**src/design/evpn_pkg.sv**
```systemverilog
// shared types and codes for the evpn nlri field extractor
// depends on nothing
package evpn_pkg;

    localparam int TDATA_W = 424;

    localparam logic [1:0] ST_COMPLETE = 2'd0;
    localparam logic [1:0] ST_CUT      = 2'd1;
    localparam logic [1:0] ST_UNKNOWN  = 2'd2;

    localparam logic [7:0] RT_AD       = 8'd1;
    localparam logic [7:0] RT_MAC_IP   = 8'd2;
    localparam logic [7:0] RT_MCAST    = 8'd3;
    localparam logic [7:0] RT_SEGMENT  = 8'd4;

    // one finished route record
    typedef struct packed {
        logic [7:0]  rt_code;
        logic [63:0] rd_value;
        logic [63:0] esi_head;
        logic [15:0] esi_tail;
        logic [31:0] ethernet_tag;
        logic [7:0]  mac_length;
        logic [47:0] mac_address;
        logic [7:0]  ip_length;
        logic [63:0] ip_high;
        logic [63:0] ip_low;
        logic [47:0] labels;
        logic [1:0]  status;
    } rec_t;

endpackage

```
**src/design/evpn_parse_core.sv**
```systemverilog
// byte-wise route parser: phase tracking, field accumulators and record build
// depends on evpn_pkg
module evpn_parse_core
    import evpn_pkg::*;
(
    input  logic       aclk,
    input  logic       aresetn,
    input  logic       take,
    input  logic [7:0] data_byte,
    input  logic       end_of_data,
    output logic       emit,
    output rec_t       rec
);

    typedef enum logic [2:0] {
        PH_TYPE = 3'b001,
        PH_LEN  = 3'b010,
        PH_BODY = 3'b100
    } phase_t;

    typedef struct packed {
        logic [63:0] rd;
        logic [63:0] esi_h;
        logic [15:0] esi_t;
        logic [31:0] tag;
        logic [7:0]  mac_len;
        logic [47:0] mac;
        logic [7:0]  ip_len;
        logic [4:0]  addr_cnt;
        logic [63:0] ip_hi;
        logic [63:0] ip_lo;
        logic [47:0] lab;
    } acc_t;

    phase_t     phase_reg, phase_next;
    logic [7:0] pos_reg, pos_next;
    logic [7:0] len_reg, len_next;
    logic [7:0] type_reg, type_next;
    acc_t       acc_reg, acc_next, acc_upd;
    logic [1:0] status;

    // byte idx of a big-endian field, 0 topmost
    function automatic logic [63:0] place8(input logic [2:0] idx, input logic [7:0] b);
        place8 = {56'd0, b} << {3'd7 - idx, 3'd0};
    endfunction

    function automatic logic [47:0] place6(input logic [2:0] idx, input logic [7:0] b);
        place6 = {40'd0, b} << {3'd5 - idx, 3'd0};
    endfunction

    function automatic logic [31:0] place4(input logic [1:0] idx, input logic [7:0] b);
        place4 = {24'd0, b} << {2'd3 - idx, 3'd0};
    endfunction

    // address byte at offset k from the start of the address region
    function automatic acc_t put_ip(input acc_t a, input logic [7:0] pos,
                                    input logic [7:0] start, input logic [7:0] b);
        logic [7:0] k;
        acc_t       r;
        r = a;
        k = pos - start;
        if (pos >= start && k < {3'd0, a.addr_cnt} && k < 8'd16) begin
            if (k[3]) begin
                r.ip_lo = a.ip_lo | place8(k[2:0], b);
            end else begin
                r.ip_hi = a.ip_hi | place8(k[2:0], b);
            end
        end
        return r;
    endfunction

    logic       known;
    logic [7:0] pos_inc;
    logic [7:0] off;
    logic [7:0] lab_start;
    logic [7:0] lab_off;

    assign known = (type_reg >= RT_AD) && (type_reg <= RT_SEGMENT);
    assign pos_inc = pos_reg + 8'd1;
    assign lab_start = 8'd30 + {3'd0, acc_reg.addr_cnt};
    assign lab_off = pos_reg - lab_start;

    // field placement of one body byte
    always_comb begin
        acc_upd = acc_reg;
        off = 8'd0;
        if (pos_reg < 8'd8) begin
            acc_upd.rd = acc_reg.rd | place8(pos_reg[2:0], data_byte);
        end else if (type_reg != RT_MCAST && pos_reg < 8'd18) begin
            off = pos_reg - 8'd8;
            if (off < 8'd8) begin
                acc_upd.esi_h = acc_reg.esi_h | place8(off[2:0], data_byte);
            end else if (off == 8'd8) begin
                acc_upd.esi_t = acc_reg.esi_t | {data_byte, 8'd0};
            end else begin
                acc_upd.esi_t = acc_reg.esi_t | {8'd0, data_byte};
            end
        end else begin
            unique case (type_reg)
                RT_AD: begin
                    if (pos_reg < 8'd22) begin
                        off = pos_reg - 8'd18;
                        acc_upd.tag = acc_reg.tag | place4(off[1:0], data_byte);
                    end else if (pos_reg < 8'd25) begin
                        off = pos_reg - 8'd22;
                        acc_upd.lab = acc_reg.lab | place6(off[2:0], data_byte);
                    end
                end
                RT_MAC_IP: begin
                    if (pos_reg < 8'd22) begin
                        off = pos_reg - 8'd18;
                        acc_upd.tag = acc_reg.tag | place4(off[1:0], data_byte);
                    end else if (pos_reg == 8'd22) begin
                        acc_upd.mac_len = data_byte;
                    end else if (pos_reg < 8'd29) begin
                        off = pos_reg - 8'd23;
                        acc_upd.mac = acc_reg.mac | place6(off[2:0], data_byte);
                    end else if (pos_reg == 8'd29) begin
                        acc_upd.ip_len = data_byte;
                        acc_upd.addr_cnt = data_byte[7:3];
                    end else begin
                        acc_upd = put_ip(acc_reg, pos_reg, 8'd30, data_byte);
                        if (pos_reg >= lab_start && lab_off < 8'd6) begin
                            acc_upd.lab = acc_reg.lab | place6(lab_off[2:0], data_byte);
                        end
                    end
                end
                RT_MCAST: begin
                    if (pos_reg < 8'd12) begin
                        off = pos_reg - 8'd8;
                        acc_upd.tag = acc_reg.tag | place4(off[1:0], data_byte);
                    end else if (pos_reg == 8'd12) begin
                        acc_upd.ip_len = data_byte;
                        acc_upd.addr_cnt = data_byte[7:3];
                    end else begin
                        acc_upd = put_ip(acc_reg, pos_reg, 8'd13, data_byte);
                    end
                end
                default: begin
                    if (pos_reg == 8'd18) begin
                        acc_upd.ip_len = data_byte;
                        acc_upd.addr_cnt = data_byte[7:3];
                    end else begin
                        acc_upd = put_ip(acc_reg, pos_reg, 8'd19, data_byte);
                    end
                end
            endcase
        end
    end

    // route phase sequencing
    always_comb begin
        phase_next = phase_reg;
        pos_next = pos_reg;
        len_next = len_reg;
        type_next = type_reg;
        acc_next = acc_reg;
        emit = 1'b0;
        status = ST_COMPLETE;
        unique case (phase_reg)
            PH_TYPE: begin
                acc_next = '0;
                type_next = data_byte;
                len_next = 8'd0;
                pos_next = 8'd0;
                phase_next = PH_LEN;
                if (end_of_data) begin
                    emit = 1'b1;
                    status = ST_CUT;
                end
            end
            PH_LEN: begin
                len_next = data_byte;
                pos_next = 8'd0;
                phase_next = PH_BODY;
                if (data_byte == 8'd0) begin
                    emit = 1'b1;
                    status = known ? ST_COMPLETE : ST_UNKNOWN;
                end else if (end_of_data) begin
                    emit = 1'b1;
                    status = ST_CUT;
                end
            end
            default: begin
                if (known) begin
                    acc_next = acc_upd;
                end
                pos_next = pos_inc;
                if (pos_inc == len_reg) begin
                    emit = 1'b1;
                    status = known ? ST_COMPLETE : ST_UNKNOWN;
                end else if (end_of_data) begin
                    emit = 1'b1;
                    status = ST_CUT;
                end
            end
        endcase
    end

    always_comb begin
        rec.rt_code      = type_next;
        rec.rd_value     = acc_next.rd;
        rec.esi_head     = acc_next.esi_h;
        rec.esi_tail     = acc_next.esi_t;
        rec.ethernet_tag = acc_next.tag;
        rec.mac_length   = acc_next.mac_len;
        rec.mac_address  = acc_next.mac;
        rec.ip_length    = acc_next.ip_len;
        rec.ip_high      = acc_next.ip_hi;
        rec.ip_low       = acc_next.ip_lo;
        rec.labels       = acc_next.lab;
        rec.status       = status;
    end

    always_ff @(posedge aclk) begin
        if (!aresetn) begin
            phase_reg <= PH_TYPE;
            pos_reg   <= 8'd0;
            len_reg   <= 8'd0;
            type_reg  <= 8'd0;
            acc_reg   <= '0;
        end else if (take) begin
            len_reg  <= len_next;
            type_reg <= type_next;
            if (emit) begin
                phase_reg <= PH_TYPE;
                pos_reg   <= 8'd0;
                acc_reg   <= '0;
            end else begin
                phase_reg <= phase_next;
                pos_reg   <= pos_next;
                acc_reg   <= acc_next;
            end
        end
    end

endmodule

```
**src/design/evpn_nlri_field_extractor.sv**
```systemverilog
// Parses a BGP EVPN NLRI byte stream, one byte per request on the slave side,
// s_tlast marking the last byte of the block. Each route (type byte, length
// byte, body) yields one record on the master side, registered and shown the
// cycle after the byte that ends the route; m_tuser carries the status
// (complete, cut short by end of data, unknown type skipped). One byte is taken
// every cycle: each byte updates the field accumulators as it is taken, and
// the only stall comes from a record held in the output register while
// m_tready is low. No clearing pass is needed after reset.
module evpn_nlri_field_extractor
    import evpn_pkg::*;
(
    input  logic               aclk,
    input  logic               aresetn,
    input  logic               s_tvalid,
    output logic               s_tready,
    input  logic [7:0]         s_tdata,   // data_byte
    input  logic               s_tlast,   // end_of_data
    output logic               m_tvalid,
    input  logic               m_tready,
    // rt_code, rd_value, esi_head, esi_tail, ethernet_tag, mac_length,
    // mac_address, ip_length, ip_high, ip_low, labels
    output logic [TDATA_W-1:0] m_tdata,
    output logic [1:0]         m_tuser    // status
);

    logic               take;
    logic               emit;
    rec_t               rec;
    logic               out_free;
    logic               m_tvalid_reg, m_tvalid_next;
    logic [TDATA_W-1:0] m_tdata_reg, m_tdata_next;
    logic [1:0]         m_tuser_reg, m_tuser_next;

    assign out_free = !m_tvalid_reg || m_tready;
    assign s_tready = out_free;
    assign take     = s_tvalid && out_free;

    evpn_parse_core u_core (
        .aclk        (aclk),
        .aresetn     (aresetn),
        .take        (take),
        .data_byte   (s_tdata),
        .end_of_data (s_tlast),
        .emit        (emit),
        .rec         (rec)
    );

    always_comb begin
        m_tvalid_next = m_tvalid_reg;
        m_tdata_next  = m_tdata_reg;
        m_tuser_next  = m_tuser_reg;
        if (out_free) begin
            m_tvalid_next = take && emit;
            m_tdata_next  = {rec.labels, rec.ip_low, rec.ip_high, rec.ip_length,
                             rec.mac_address, rec.mac_length, rec.ethernet_tag,
                             rec.esi_tail, rec.esi_head, rec.rd_value, rec.rt_code};
            m_tuser_next  = rec.status;
        end
    end

    always_ff @(posedge aclk) begin
        if (!aresetn) begin
            m_tvalid_reg <= 1'b0;
        end else begin
            m_tvalid_reg <= m_tvalid_next;
        end
    end

    always_ff @(posedge aclk) begin
        m_tdata_reg <= m_tdata_next;
        m_tuser_reg <= m_tuser_next;
    end

    assign m_tvalid = m_tvalid_reg;
    assign m_tdata  = m_tdata_reg;
    assign m_tuser  = m_tuser_reg;

endmodule

```
**config.mk**
```make
export PLATFORM = sky130hd
export DESIGN_NAME = evpn_nlri_field_extractor
export DESIGN_NICKNAME = d
export VERILOG_FILES = /design/src/design/evpn_pkg.sv /design/src/design/evpn_parse_core.sv /design/src/design/evpn_nlri_field_extractor.sv
export SDC_FILE = /design/constraint.sdc
export NUM_CORES = 2
export LEC_CHECK = 0
export ABC_AREA = 1
export CELL_PAD_IN_SITES_DETAIL_PLACEMENT = 0
export CELL_PAD_IN_SITES_GLOBAL_PLACEMENT = 1
export CORE_MARGIN = 8
export CORE_UTILIZATION = 45
export CTS_CLUSTER_SIZE = 28
export DETAILED_ROUTE_END_ITERATION = 16
export DONT_BUFFER_PORTS = 1
export PLACE_DENSITY_LB_ADDON = 0.1
export SLEW_MARGIN = 20
export SYNTH_ARGS = -nofsm -noshare
export SYNTH_HDL_FRONTEND = slang
export SYNTH_SLANG_ARGS = --single-unit
```
**constraint.sdc**
```tcl
create_clock -name aclk -period 37.2 [get_ports aclk]
set_input_delay 7.44 -clock aclk [delete_from_list [all_inputs] [get_ports aclk]]
set_output_delay 7.44 -clock aclk [all_outputs]
set_load 0.02 [all_outputs]
```
Word level (Yosys, flattened, before mapping)
Cells that the tools add are included.
Storage, ports and cells
  register bits after elaboration: 875
  RAM bits: 0
  bits of input ports: 13
  output and inout bits: 428
  word-level logic and storage cells: 182
  latch bits: 0
  memories kept: 0
  bits in read-only memories: 0
Cells by class
  eq/ne operators: 22
  reductions and logical operators: 23
  bitwise operators: 15
  $mul: 0
  magnitude comparators: 20
  muxes and demuxes: 54
  shift-type cells: 10
  $add $sub $neg: 20
  divide/modulo/power cells: 0
Operators with widths (number)
  $mux 421: 2
  $pmux 421 s2: 1
  $pmux 197 s3: 1
  $mux 176: 3
  $mux 64: 8
  $or 64x64->64: 8
  $mux 128: 3
  $mux 189: 2
  $mux 357: 1
  $shl 8x6->64: 5
  $mux 277: 1
  $mux 245: 1
  $mux 237: 1
  $mux 48: 4
  $or 48x48->48: 3
  $pmux 48 s3: 1
  $shl 8x6->48: 3
  $mux 80: 1
  $mux 32: 2
  $or 32x32->32: 2
  $pmux 32 s2: 1
  $shl 8x5->32: 2
  $lt 8x5->1 const B: 7
  $mux 13: 3
  other kinds (51): 98

Logic depth before layout (Yosys ltp)
  depth in word-level cells: 16
  depth in mapped cells: 24
  depth with buffers taken out: 20

Modules after synthesis
From an unflattened synthesis, not the netlist that was laid out.
Second synthesis, totals
  cell total of the unflattened synthesis: 6222
  area, all modules: 45401.0 um^2
By module, submodules not included
  evpn_parse_core: area an instance 32555.0 um^2, cells each 5789, instances 1, seq. area each 8968.6 um^2
  evpn_nlri_field_extractor: area an instance 12846.1 um^2, cells each 433, instances 1, seq. area each 12812.3 um^2

Worst setup path before layout
OpenSTA, ideal clock, no wires.
  path kind: input -> output
  start point: in m_tready
  end point: out s_tready
  buffers on the path: 0
  cell stages on the path: 2
  arrival: 16.573 ns
  setup slack: 13.187 ns
  cell sequence: inv_1 nand2_1
On the way
  word-level cells in the longest chain between the ends: 1
Ends and longest elaborated chain
  start, declared: line evpn_nlri_field_extractor.sv:19  | input logic m_tready,
  $logic_or 1x1->1: line evpn_nlri_field_extractor.sv:34  | assign out_free = !m_tvalid_reg || m_tready;
  end, declared: line evpn_nlri_field_extractor.sv:15  | output logic s_tready,
No other way between the ends.

Worst setup path in the final report
Ends and elaborated chain as after synthesis.

==> out/qor.yml <==
placement:
  place_hpwl_um: 122000
  port_buffers: 0
  place_congestion: 0.960
clock_network:
  cts_tree: "yes"
  cts_setup_buffers: 0
  cts_resized: 0
  cts_buffer_depth: 3
  postCtsHoldBufs: 0
  cts.sinks: 875
  clkTransAtPathRegs_ns: 0.06
  cts-htree-levels: 3
  cts-root-buf: "clkbuf_16"
  insertion_delay_ns: 0.73
  cts_buffers: 95
flow_run:
  drv_cap: 0
logic_synthesis:
  synth_cells: 6060
  synth_most_common_cell: "nand2_1"
  async_flop_share_pct: 0
  yosys.area.top_type: "edfxtp_1"
  synth-main-ff-cell: "dfxtp_1"
  postSynthAreaPerCell_um2: 7.37
  synth-seq-cells: 875
  syn-num-nets: 6107
  yosys.area.top_type_share_pct: 28.6
  synth.area.top_cells: "edfxtp_1, dfxtp_1, nand2_1, nand3_1, a21oi_1"
  syn_area_um2: 44700
  synth_edf_count: 426
  yosys_warnings: 0
  seq_area_frac_synth_pct: 48.8
  synth_common_cells: "nand2_1, nand3_1, a21oi_1"
  synth_cell_types: 55
floorplan:
  core_area_um2: 98400
  fp.dieArea_um2: 110000
  ios: 441
  die_y_um: 331
  row_count: 115
  initial_core_util_pct: 45.4
  die_w_um: 331
power:
  p_per_area_nw_per_um2: 46.0
  p_int_w: 0.00163
  p_comb_share_pct: 7.3
  seq_power_share_pct: 47.6
  total_power_w: 0.00223
  irDropWorstVdd_mv: 0.0350
  leakage_nw: 19.0
  p_switching_w: 0.000593
  p_clk_share_pct: 45.1
  switching_share_pct: 26.6
sta:
  fin_crit_sh_pct: 41.7
  max_freq_ghz: 0.0644
  slew_headroom_pct: 21.1
  clock-skew-final_ns: 0.0744
  tightest_slew_ns: 1.18
  grt_setup_unrepaired: "false"
  fin_hold_ws_ns: 0.463
  period_minus_slack_ns: 15.53
  hold_violations: 0
  setup_violations: 0
  fin_setup_tns_ns: 0
  slew_viol_final: 0
detailed_routing:
  vias_per_cell: 5.81
  drcViolationCount: 0
  routed_wl_um: 182000
  wl_per_cell_um: 25.3
  antenna_left: 0
  drt_iter0_markers: 6078
  vias: 41662
  firstDrtPassIters: 6
setup_path:
  worst_setup_path_end_kind: "output port"
  reg2reg_depth: 18
  crit_arrival_ns: 8.09
  critPathKind: "input port to output port"
  crit_slowest_cell: "nand2_4"
  cp_cell_sequence: "inv_1 > nand2_4"
  startpoint_type: "input port"
  rr_startpoint: "u_core.pos_reg[1]$_SDFFE_PN0P_"
  max_stage_delay_ns: 0.60
  crit_buf_inv: 1
  cp_max_fo: 49
  regToRegSetupSlack_ns: 31.20
  path_delay_family: "simple AND/OR/NAND/NOR gates"
  r2r_end: "m_tdata[266]$_DFFE_PN_"
  critical_path_required_ns: 29.76
global_routing:
  grt_pass1_wl_um: 260000
  antenna_found_initial: 8
  grt_pass1_vias: 36706
  grt_remaining_overflow: 0
  grt_usage_pct: 31.7
  grt_max_degree: 198
cells_and_area:
  synthToLayoutAreaGrowth_pct: 8.34
  nets: 5848
  fillCellCount: 9770
  drive_gt1_share_pct: 5.80
  largest_reg_flops: 424
run_status:
  status: "completed"
worst_hold_path:
  hold_path_end: "u_core.acc_reg[161]$_SDFFE_PN0P_"
  min_path_type: "flop to flop"
  worstHoldStart: "u_core.acc_reg[161]$_SDFFE_PN0P_"
  whs_path_depth: 2
-- placed cells by master (no fill, tap or decap), drive strengths merged, types with 3 or more instances in the layout --
cell type  count
nand2       2320
nand3        541
nor2         476
a21oi        464
dfxtp        449
edfxtp       426
inv          349
o21ai        246
clkbuf       121
nand4        120
buf           68
nor3          66
o22ai         37
clkinv        33
ha            32
a22oi         21
a32o          16
bufinv        13
clkinvlp      13
xor2          13
o31ai         11
o21a           8
or2            7
a31oi          6
o21bai         6
xnor2          4
o41ai          3
nor4           3
-- tightest hold or removal path, stage by stage (launching register included) --
cell and delay (ns):
dfxtp_1 0.31, nand2_1 0.06, a21oi_1 0.05
-- cells by family (layout without fill, tap and decap cells) --
family          Yosys count  count (layout)  synth area share [%]
fa+ha+maj                34              34                 0.986
other cells               0               2                     0
flops                   875             875                  48.8
buf+inv                 773             597                  7.14
simple gates           3538            3538                  32.7
compound gates          823             823                  10.1
xor+xnor                 17              17                 0.350
-- final cells by class --
class | count | area, um^2 | share of cell area (%)
sequential | 875 | 21800 | 45.0
multi-input combinational | 4412 | 19800 | 40.9
clock buffer | 121 | 2550 | 5.26
tap | 1287 | 1610 | 3.33
inverter | 349 | 1330 | 2.74
clock inverter | 59 | 793 | 1.64
timing repair buffer | 68 | 536 | 1.11
antenna | 2 | 5.00 | 0.0103
-- through the flow --
stage / util [%] / cells / cell area, um^2 / worst slack (ns)
after global routing: 49.2 / 7171 / 48400 / 21.62
after floorplan: - / 6060 / 44700 / 13.19
after global placement: 45.8 / 6991 / 45100 / 21.67
after detailed placement: 45.8 / 6991 / 45100 / 21.65
final: 49.2 / 7173 / 48400 / 21.67
after CTS: 49.2 / 7171 / 48400 / 21.64
-- power groups by stage --
stage          combinational [W]  clock, W  sequential, W
2_1_floorplan           0.000104         0        0.00108
3_5_place_dp            0.000158         0        0.00108
4_1_cts                 0.000159   0.00102        0.00106
5_1_grt                 0.000172   0.00106        0.00106
3_3_place_gp            0.000159         0        0.00108
6_report                0.000162   0.00100        0.00106
-- worst max path at each step --
stage                     depth (start not counted)       end      from
after floorplan                                   2  s_tready  m_tready
after global placement                            2  s_tready  m_tready
after detailed placement                          2  s_tready  m_tready
after CTS                                         2  s_tready  m_tready
after global routing                              2  s_tready  m_tready
final                                             2  s_tready  m_tready
-- per-layer routing --
| metal | up-vias | track usage [%] | wire length, um |
|---|---|---|---|
| li1 | 19386 | - | - |
| met1 | 19763 | 47.1 | 80000 |
| met2 | 2212 | 45.1 | 74900 |
| met3 | 295 | 6.82 | 19900 |
| met4 | 6 | 11.2 | 6860 |
| met5 | - | 0 | 41 |
No activity file was read; power rests on OpenSTA's default activity.
